`src/hw/rtl/sdsl_pkg.sv`:
```
// sdsl_pkg: shared types, constants and codes of the six channel duty slew limiter
// no dependencies; used by sdsl_lane, sdsl_merge and six_channel_duty_slew_limiter
package sdsl_pkg;

  localparam int NumCh     = 6;
  localparam int FracBits  = 14;
  localparam int DutyW     = 16;
  localparam int GainW     = 16;
  localparam int GainShift = 16;
  localparam int StepCfgW  = 15;
  localparam int MagW      = 15;
  localparam int IdxW      = 3;
  localparam int CfgW      = 16;
  localparam int CfgIdxW   = 2;

  localparam int DeltaW = DutyW + 1;
  localparam int ProdW  = DeltaW + GainW + 1;
  localparam int StepW  = ProdW - GainShift;

  localparam logic [31:0] DutyOne = 32'(1) << FracBits;
  localparam logic [31:0] MagMax  = (32'(1) << MagW) - 32'(1);

  typedef enum logic {
    ActWrite = 1'b0,
    ActTick  = 1'b1
  } action_e;

  typedef enum logic [CfgIdxW-1:0] {
    RegGain     = 2'd0,
    RegMaxStep  = 2'd1,
    RegDeadBand = 2'd2,
    RegLockMask = 2'd3
  } reg_idx_e;

  typedef enum logic [1:0] {
    ModeCcw   = 2'b01,
    ModeCw    = 2'b10,
    ModeBrake = 2'b11
  } mode_e;

  typedef struct packed {
    logic                    action;
    logic [IdxW-1:0]         motor_index;
    logic signed [DutyW-1:0] target_duty;
    logic                    from_host;
  } in_item_t;

  typedef struct packed {
    logic [MagW-1:0]    duty_mag_0;
    logic [MagW-1:0]    duty_mag_1;
    logic [MagW-1:0]    duty_mag_2;
    logic [MagW-1:0]    duty_mag_3;
    logic [MagW-1:0]    duty_mag_4;
    logic [MagW-1:0]    duty_mag_5;
    logic [2*NumCh-1:0] drive_modes;
    logic               activity_led;
  } out_item_t;

  typedef struct packed {
    logic wr;
    logic tick;
  } lane_ctrl_t;

  typedef struct packed {
    logic [GainW-1:0]    gain;
    logic [StepCfgW-1:0] max_step;
    logic [StepCfgW-1:0] dead_band;
  } lane_cfg_t;

  typedef struct packed {
    logic [MagW-1:0] mag;
    mode_e           mode;
    logic            active;
  } lane_res_t;

endpackage

```
`src/hw/rtl/sdsl_merge.sv`:
```
// sdsl_merge: packs the lane results into one result item and holds it in the output register
// uses sdsl_pkg
module sdsl_merge (
  input  logic                clk_i,
  input  logic                rst_ni,
  input  logic                load_i,
  input  logic                out_stall_i,
  input  sdsl_pkg::lane_res_t res_i [sdsl_pkg::NumCh],
  output logic                out_valid_o,
  output sdsl_pkg::out_item_t out_data_o
);

  sdsl_pkg::out_item_t out_d, out_q;
  logic                valid_q;
  logic                any_active;
  logic [2*sdsl_pkg::NumCh-1:0] modes;

  always_comb begin
    any_active = 1'b0;
    modes      = '0;
    for (int c = 0; c < sdsl_pkg::NumCh; c++) begin
      any_active       = any_active | res_i[c].active;
      modes[2*c +: 2]  = res_i[c].mode;
    end
    out_d.duty_mag_0   = res_i[0].mag;
    out_d.duty_mag_1   = res_i[1].mag;
    out_d.duty_mag_2   = res_i[2].mag;
    out_d.duty_mag_3   = res_i[3].mag;
    out_d.duty_mag_4   = res_i[4].mag;
    out_d.duty_mag_5   = res_i[5].mag;
    out_d.drive_modes  = modes;
    out_d.activity_led = any_active;
  end

  always_ff @(posedge clk_i or negedge rst_ni) begin
    if (!rst_ni) begin
      valid_q <= 1'b0;
    end else if (load_i) begin
      valid_q <= 1'b1;
    end else if (!out_stall_i) begin
      valid_q <= 1'b0;
    end
  end

  always_ff @(posedge clk_i) begin
    if (load_i) begin
      out_q <= out_d;
    end
  end

  assign out_valid_o = valid_q;
  assign out_data_o  = out_q;

endmodule

```
`config.mk`:
```
export PLATFORM = sky130hd
export DESIGN_NAME = sdsl_merge
export DESIGN_NICKNAME = d
export VERILOG_FILES = /design/src/hw/rtl/sdsl_pkg.sv /design/src/hw/rtl/sdsl_merge.sv
export SDC_FILE = /design/constraint.sdc
export NUM_CORES = 1
export LEC_CHECK = 0
export BUFFER_PORTS_ARGS = -buffer_cell sky130_fd_sc_hd__buf_2
export CAP_MARGIN = 20
export CORE_MARGIN = 1.5
export CORE_UTILIZATION = 44
export DETAILED_ROUTE_END_ITERATION = 7
export GPL_ROUTABILITY_DRIVEN = 0
export GPL_TIMING_DRIVEN = 0
export PLACE_DENSITY = 0.84
export SYNTH_ARGS = -nofsm -noshare
export SYNTH_HDL_FRONTEND = slang
export SYNTH_SLANG_ARGS = --single-unit
```
`constraint.sdc`:
```
create_clock -name clk_i -period 1.1 [get_ports clk_i]
set_input_delay 0.22 -clock clk_i [delete_from_list [all_inputs] [get_ports clk_i]]
set_output_delay 0.22 -clock clk_i [all_outputs]
set_load 0.02 [all_outputs]
```
* After elaboration in Yosys (flattened, before gate mapping)
Cells that the tools add are included.
Cells by class: equal/unequal tests 1, muxes and demuxes 2, bitwise operators 5
Operators with widths (number):
- $or 1x1->1 | 5
- $mux 1 | 2
- $ne 2x2->1 const B | 1
Storage, ports and cells: flip-flop bits (word level) 104, bits of input ports 112, word-level logic and storage cells 17

* Longest topological paths before layout
Gate-level depths: netlist of run 1.
word-level depth 5, gate-level depth with buffers 2, depth with buffers taken out 2

* Worst setup path before layout of run 1
OpenSTA, ideal clock, no wires.
kind input to register, start point input port res_i[0] (netlist name), end point register out_q (netlist bit out_data_o[0]) (data pin), library setup time 260 ps, arrival 526 ps, data required time 840 ps, slack 314 ps, stages 2, path buffers 0, cell sequence nor4_1 nand2_1
On the way: longest elaborated chain between the ends 1
RTL lines:
- from (decl) | line sdsl_merge.sv:8 | input sdsl_pkg::lane_res_t res_i [sdsl_pkg::NumCh],
- $or 1x1->1 | line sdsl_merge.sv:22 | any_active = any_active | res_i[c].active;
- named net any_active | line sdsl_merge.sv:15 | logic any_active;
- to (signal assigned) | line sdsl_merge.sv:47 | out_q <= out_d;
- to (decl) | line sdsl_merge.sv:13 | sdsl_pkg::out_item_t out_d, out_q;
The timed path passes the listed nets, and every way through them passes these cells. A chain may end at the register's enable or synchronous reset.

* Final worst setup path of run 1
start point register out_q (netlist bit out_data_o[12]), end point output port out_data_o[12] (netlist name)
RTL lines:
- to (decl) | line sdsl_merge.sv:10 | output sdsl_pkg::out_item_t out_data_o
No word-level cell between the ends.

==> results.json, run 1 <==
{
  "critical_path_peak_fanout": 1,
  "period_minus_slack_ps": 1200,
  "initial_utilization": 0.460,
  "crit_arrival_ps": 980,
  "drt-vias-per-instance": 4.71,
  "dp_slack_ps": -331,
  "start_kind": "register",
  "netlist-cell-type-count": 6,
  "fin_tns_setup_ps": -3540,
  "vias": 2066,
  "violations": "negative setup slack",
  "cpPeakStageDelay_ps": 450,
  "syn2layout_area_growth_pct": 62.4,
  "synth_area_mm2": 0.00314,
  "intPower_mw": 6.42,
  "clkPwrFrac": 0.290,
  "dieHeight_um": 87.5,
  "finalCritPeriodShare": 1.09,
  "r2r_cells": 2,
  "min_path_cells": 1,
  "finalPower_mw": 8.63,
  "dieArea_mm2": 0.00765,
  "status": "complete, but fails checks",
  "async_flop_share": 0.00962,
  "insertion_delay_ps": 350,
  "timing.final.ws_setup_ps": -98.6,
  "path_cells": "buf_6",
  "cts.clk_slew.worst_paths_ps": 120,
  "synth_most_common_cell": "edfxtp_1",
  "grt_max_degree": 58,
  "combinationalPowerShare": 0.148,
  "synth_edf_count": 103,
  "power.leakage_nw": 2.17,
  "final-hold-violation-count": 0,
  "power.switching_mw": 2.21,
  "drt_iter0_drc": 100,
  "tightest_slew_ps": 449,
  "synth_nets": 220,
  "finalSetupViolations": 100,
  "ir_drop_mv": 0.918,
  "yosysSeqAreaShare": 0.993,
  "fill_cells": 417,
  "p_seq_frac": 0.562,
  "die_w_um": 87.5,
  "worst-path-buf-inv": 1,
  "yosysWarnings": 0,
  "h-tree-depth": 3,
  "ys.flop_type": "edfxtp_1",
  "first_global_vias": 2034,
  "cp_num_cells": 1,
  "cp.required_ps": 880,
  "p_per_area_mw_per_mm2": 1690,
  "antenna_found_initial": 1,
  "nets": 449,
  "hpwl_mm": 5.49,
  "grt_overflow": 0,
  "synthCells": 108,
  "hold_class": "input port to register",
  "placed_cells": 420,
  "synth_top_area_share": 0.985,
  "grt_pass1_wl_mm": 10.6,
  "rows": 30,
  "grt_setup_unrepaired": "true",
  "setup.worst_path.end_class": "output port",
  "utilization": 0.746,
  "dr.pass1.iters": 4,
  "port_buffers": 215,
  "avgSynthCellArea_um2": 29.1,
  "finalClockSkew_ps": 0,
  "fmax_mhz": 834,
  "yosysTopAreaCell": "edfxtp_1",
  "cts_buffers": 9,
  "report.final.slew_viol_count": 0,
  "instances_no_fill": 439,
  "drive_gt1_frac": 0.681,
  "ios": 216,
  "synth.area.top_cells": "edfxtp_1, dfrtp_1, a21o_1",
  "wirelength_mm": 8.79,
  "track_usage": 0.199,
  "cts.sinks": 104,
  "critical-path-top-delay-family": "flip-flops",
  "ys_seq_elements": 104,
  "slew_headroom": 0.701,
  "sw_frac_of_total": 0.257,
  "maxCapViolCount": 0,
  "cts_tree": "yes",
  "clockBufferDepth": 2,
  "core_area_mm2": 0.00683,
  "ant_nets": 0,
  "cts_root_buf": "clkbuf_8",
  "crit_slowest_cell": "edfxtp_1",
  "avgRoutedWirePerCell_um": 20.0,
  "route.detailed.drc": 0,
  "crit_type": "register to output port"
}
[layout by cell type (no fill, tap or decap)]
| master | instances |
|---|---|
| buf_2 | 135 |
| edfxtp_1 | 103 |
| buf_6 | 80 |
| clkbuf_8 | 9 |
| clkinv_4 | 3 |
| diode_2 | 1 |
| nor2_1 | 1 |
| nor4_1 | 1 |
| nand2_1 | 1 |
| a21o_1 | 1 |
| clkinv_8 | 1 |
| clkinvlp_4 | 1 |
| bufinv_16 | 1 |
| inv_8 | 1 |
| dlygate4sd3_1 | 1 |
| buf_16 | 1 |
| dfrtp_1 | 1 |
| buf_4 | 1 |
[routing by layer]
layer	part of all wire	track usage	wire length, µm
met5	0	0	0
met4	0.027	0.123	238
met3	0.074	0.0682	651
met2	0.58	0.365	5100
met1	0.32	0.187	2800
[flip-flops by register name, summed over array words and instances (netlist names)]
register     cells
out_data_o     103
out_valid_o      1
[cells by family after synthesis]
group	synth area share
flops	0.993
simple gates	0.00438
compound gates	0.00239
[worst paths after layout]
check | startpoint | end | slack, ps
max reg2reg | out_valid_o | out_valid_o | 290
min in group asynchronous | rst_ni | out_valid_o | 170
min | res_i[102] | out_data_o[97] | 10
min reg2reg | out_valid_o | out_valid_o | 630
max in group asynchronous | rst_ni | out_valid_o | 850
max | out_data_o[12] | out_data_o[12] | -100
[through the flow]
stage,area [µm²],hold slack (ps)
2_1_floorplan,3140,-75.6
3_5_place_dp,4370,-4.33
5_1_grt,5100,-10.9
6_report,5100,14.7
3_3_place_gp,4340,-3.74
4_1_cts,4780,8.94
[what timing repair did]
item,4_1_cts,5_1_grt
endpoints found under the hold margin,1,0
resized for setup,60,99
setup buffers,0,1
pin swaps,0,0
setup endpoints to repair,104,107
hold buffers,1,0
[layout make-up]
cell class                      instances  area (µm²)  area share
Multi-Input combinational cell          4        21.3     0.00417
Tap cell                               96         120      0.0236
Clock inverter                          7        91.3      0.0179
Clock buffer                            9         124      0.0243
Antenna cell                            1        2.50    0.000491
Timing Repair Buffer                  218        1620       0.318
Sequential cell                       104        3120       0.612
[power by group through the flow]
| stage | registers, mW | logic, mW | clock network [mW] |
|---|---|---|---|
| floorplan | 5.28 | 0.00354 | 0 |
| global placement | 4.85 | 0.952 | 0 |
| detailed placement | 4.86 | 0.987 | 0 |
| CTS | 4.80 | 1.09 | 2.50 |
| global route | 4.88 | 1.33 | 2.67 |
| finish | 4.85 | 1.27 | 2.50 |
Power figures use the tool's default switching activity.
==> inputs of run 2 (changes only) <==
- CORE_ASPECT_RATIO: not set -> 2
==> run 2 against run 1 <==
The flow still finishes with violations (negative setup slack). Clock skew is the same. Non-clock buffer count decreased by 1. First-iteration DRC count increased by 53%. Total power rose by 5.8%. Maximum frequency up 4.7%. Final area is 0.32% lower. Via count shrank 2.2%. Cell count is 1.8% lower. Die area up 0.40%. Global-route usage grew 0.14 points. Clock power rose by 21%. Flip-flop and latch count did not move. Critical path type unchanged. Largest cell class unchanged.
==> results.json, run 2 (synthesized netlist as in run 1, its figures left out) <==
{
  "fin_area_mm2": 0.00508,
  "avgRoutedWirePerCell_um": 20.3,
  "cpPeakStageDelay_ps": 440,
  "dr.pass1.iters": 4,
  "grt_overflow": 0,
  "finalClockSkew_ps": 0,
  "crit_arrival_ps": 920,
  "die_w_um": 62.7,
  "ant_nets": 0,
  "status": "complete, but fails checks",
  "tightest_slew_ps": 382,
  "report.final.slew_viol_count": 0,
  "fin_tns_setup_ps": -236,
  "grt_max_degree": 83,
  "hold_ws_ps": 63.8,
  "sw_frac_of_total": 0.227,
  "hold_class": "input port to register",
  "placement.cell_area_mm2": 0.00436,
  "setup.worst_path.end_class": "output port",
  "final_cell_mix": "buf_2, edfxtp_1, buf_6",
  "drt_iter0_drc": 153,
  "cts.sinks": 104,
  "crit_type": "register to output port",
  "cp.required_ps": 880,
  "r2r_cells": 1,
  "final-hold-violation-count": 0,
  "period_minus_slack_ps": 1140,
  "rows": 43,
  "antenna_found_initial": 0,
  "worstReg2RegEnd": "out_valid_o",
  "r2r_setup_slack_ps": 420,
  "wirelength_mm": 8.75,
  "intPower_mw": 7.06,
  "whs_endpoint": "out_data_o[87]",
  "critical_path_peak_fanout": 1,
  "hpwl_mm": 6.02,
  "power.leakage_nw": 2.18,
  "cts.clk_slew.worst_paths_ps": 60,
  "timing.final.ws_setup_ps": -44.2,
  "nets": 448,
  "multiInputGateArea_um2": 21.3,
  "finalSetupViolations": 21,
  "port_buffers": 215,
  "route.detailed.drc": 0,
  "ir_drop_mv": 0.940,
  "first_global_vias": 1819,
  "final_common_cell": "buf_2",
  "p_seq_frac": 0.531,
  "min_path_cells": 1,
  "seq_area_mm2": 0.00312,
  "h-tree-depth": 3,
  "instances_no_fill": 431,
  "track_usage": 0.200,
  "grt_pass1_wl_mm": 10.6,
  "dieArea_mm2": 0.00768,
  "worstHoldStart": "res_i[89]",
  "fmax_mhz": 874,
  "reg2reg_from": "out_valid_o",
  "path_cells": "buf_6",
  "vias": 2020,
  "syn2layout_area_growth_pct": 61.9,
  "start_kind": "register",
  "drt-vias-per-instance": 4.69,
  "power.switching_mw": 2.07,
  "slew_headroom": 0.745,
  "drive_gt1_frac": 0.672,
  "clkPwrFrac": 0.332,
  "fill_cells": 398,
  "cts_tree": "yes",
  "grt_setup_unrepaired": "true",
  "initial_utilization": 0.452,
  "crit_slowest_cell": "edfxtp_1",
  "finalCritPeriodShare": 1.04,
  "largest_reg_flops": 103,
  "insertion_delay_ps": 320,
  "placed_cells": 414,
  "clockBufferDepth": 2,
  "critical-path-top-delay-family": "flip-flops",
  "core_area_mm2": 0.00694,
  "cts_buffers": 9,
  "dieHeight_um": 122,
  "worst-path-buf-inv": 1,
  "maxCapViolCount": 0,
  "diodes": 0,
  "p_per_area_mw_per_mm2": 1800,
  "ios": 216,
  "violations": "negative setup slack",
  "combinationalPowerShare": 0.137,
  "cts_root_buf": "clkbuf_16"
}
## run 2: power groups by stage
stage               clock [mW]  sequential [mW]  combinational [mW]
floorplan                    0             5.28             0.00354
global placement             0             4.85               0.974
detailed placement           0             4.86                1.01
CTS                       3.10             4.79                1.07
global route              3.29             4.87                1.30
finish                    3.03             4.85                1.25
## run 2: worst max path at each step
stage / start / endpoint / depth (start not counted)
after CTS: out_data_o[59] / out_data_o[59] / 1
final: out_data_o[59] / out_data_o[59] / 1
after floorplan: res_i[0] / out_data_o[0] / 2
after global placement: load_i / out_data_o[16] / 1
after detailed placement: load_i / out_data_o[16] / 2
after global routing: out_data_o[59] / out_data_o[59] / 1
## run 2: what timing repair did
action,in CTS,in global routing
hold buffers,1,0
endpoints found under the setup margin,24,80
resized for setup,31,112
hold endpoints to repair,1,0
setup buffers,0,0
## run 2: area by class of cell
class                   instances  area share
clock buffers                  12      0.0465
flip-flops and latches        104       0.613
clock inverters                 4      0.0103
multi-input cells               4     0.00419
well taps                      90      0.0222
repair buffers                217       0.303
## run 2: metal layers
metal  up-vias  part of all wire  global-route usage
met5         -                 0                   0
met4         0             0.022               0.100
met3        13             0.085              0.0880
met2       150              0.57               0.347
met1       964              0.33               0.204
li1        893                 -                   -
## run 2: per-stage QoR
| step | util | power [mW] | setup slack [ps] |
|---|---|---|---|
| after CTS | 0.685 | 8.95 | -43.2 |
| final | 0.732 | 9.13 | -44.2 |
| after detailed placement | 0.628 | 5.87 | -171 |
| after global routing | 0.732 | 9.45 | -70.5 |
| after floorplan | - | 5.28 | 314 |
| after global placement | 0.624 | 5.83 | -1060 |
==> inputs of run 3 (changes only) <==
- CORE_ASPECT_RATIO: 2 -> 0.75
==> run 3 against run 2 <==
The flow still finishes with violations (negative setup slack). Register-to-register slack worse by 110 ps. Clock power down 29%. Hold slack worse by 35 ps. Final area up 1.1%. Maximum frequency down 1.9%. Combinational power up 3%. Critical endpoint is now out_data_o[44].
==> results.json, run 3 (synthesized netlist as in run 1, its figures left out) <==
{
  "nets": 453,
  "vias": 1961,
  "insertion_delay_ps": 350,
  "drt-vias-per-instance": 4.42,
  "port_buffers": 215,
  "finalSetupViolations": 97,
  "slew_headroom": 0.629,
  "seq_area_mm2": 0.00312,
  "worst-path-buf-inv": 1,
  "finalPower_mw": 8.29,
  "p_per_area_mw_per_mm2": 1610,
  "ir_drop_mv": 1.20,
  "h-tree-depth": 3,
  "first_global_vias": 2065,
  "drive_gt1_frac": 0.671,
  "cts_buffers": 9,
  "cts.clk_slew.worst_paths_ps": 100,
  "fin_tns_setup_ps": -2020,
  "report.final.slew_viol_count": 0,
  "status": "complete, but fails checks",
  "critical-path-top-delay-family": "flip-flops",
  "cts_root_buf": "clkbuf_8",
  "grt_pass1_wl_mm": 10.5,
  "initial_utilization": 0.457,
  "cts.sinks": 104,
  "route.detailed.drc": 0,
  "track_usage": 0.191,
  "dr.pass1.iters": 4,
  "grt_max_degree": 63,
  "crit_arrival_ps": 950,
  "ant_nets": 0,
  "cts_tree": "yes",
  "start_kind": "register",
  "timing.final.ws_setup_ps": -66.4,
  "core_area_mm2": 0.00686,
  "dieHeight_um": 76.2,
  "power.leakage_nw": 2.18,
  "final-hold-violation-count": 0,
  "avgRoutedWirePerCell_um": 17.3,
  "diodes": 0,
  "finalClockSkew_ps": 0,
  "finalCritPeriodShare": 1.06,
  "grt_overflow": 0,
  "dieArea_mm2": 0.00766,
  "antenna_found_initial": 0,
  "cp.required_ps": 880,
  "drt_iter0_drc": 91,
  "wirelength_mm": 7.70,
  "ios": 216,
  "tightest_slew_ps": 557,
  "violations": "negative setup slack",
  "final_common_cell": "buf_2",
  "path_cells": "buf_6",
  "largest_reg_flops": 103,
  "crit_slowest_cell": "edfxtp_1",
  "fill_cells": 402,
  "hold_class": "input port to register",
  "maxCapViolCount": 0,
  "syn2layout_area_growth_pct": 63.7,
  "critical_path_peak_fanout": 1,
  "clockBufferDepth": 2,
  "multiInputGateArea_um2": 21.3,
  "setup.worst_path.end_class": "output port",
  "grt_setup_unrepaired": "true",
  "fmax_mhz": 857,
  "rows": 26,
  "cpPeakStageDelay_ps": 440,
  "final_cell_mix": "buf_2, edfxtp_1, buf_6",
  "crit_type": "register to output port",
  "die_w_um": 101,
  "period_minus_slack_ps": 1170
}
[run 3: changes by cell type in the layout (fill, tap and decap cells not counted), sizes merged]
cell and change:
buf +1, bufinv -1, clkbuf -3, clkinv +1
clkinvlp +2, dlygate4sd3 +4, inv +1
[run 3: path summary, 6_finish.rpt]
path	startpoint	end	slack [ps]	cells past startpoint
max	out_data_o[44]	out_data_o[44]	-70	1
min	res_i[52]	out_data_o[56]	30	1
max reg2reg	out_valid_o	out_valid_o	310	2
min reg2reg	out_valid_o	out_valid_o	600	2
max in group asynchronous	rst_ni	out_valid_o	820	2
min in group asynchronous	rst_ni	out_valid_o	200	2
[run 3: per-layer routing]
metal | track usage | routed length [µm] | vias up
li1 | - | - | 902
met1 | 0.187 | 2580 | 927
met2 | 0.346 | 4180 | 124
met3 | 0.0954 | 852 | 8
met4 | 0.0662 | 84 | 0
met5 | 0 | 0 | -
[run 3: layout make-up]
class | count | share of cell area
Sequential cell | 104 | 0.607
Clock buffer | 9 | 0.0241
Timing Repair Buffer | 222 | 0.330
Clock inverter | 7 | 0.0105
Tap cell | 98 | 0.0239
Multi-Input combinational cell | 4 | 0.00414
[run 3: repair_timing]
action	in CTS	in global routing
endpoints found under the setup margin	104	104
hold buffers	1	4
setup buffers	0	1
resized for setup	64	107
hold endpoints to repair	1	4
[run 3: where the power goes]
| group | internal [mW] | switching (mW) | leakage [nW] | total [mW] |
|---|---|---|---|---|
| sequential | 4.70 | 0.138 | 1.02 | 4.84 |
| clock | 0.844 | 1.31 | 0.0843 | 2.16 |
| combinational | 0.640 | 0.648 | 1.07 | 1.29 |
[run 3: through the flow]
stage / cell area [µm²] / cells / utilization / setup WS (ps) / hold slack (ps)
after floorplan: 3140 / 108 / - / 314 / -75.6
after global placement: 4340 / 421 / 0.632 / -1110 / -3.48
after detailed placement: 4370 / 422 / 0.636 / -302 / -2.01
after CTS: 4760 / 439 / 0.693 / -104 / 7.18
after global routing: 5140 / 444 / 0.748 / -119 / -0.824
final: 5140 / 444 / 0.748 / -66.4 / 29.3
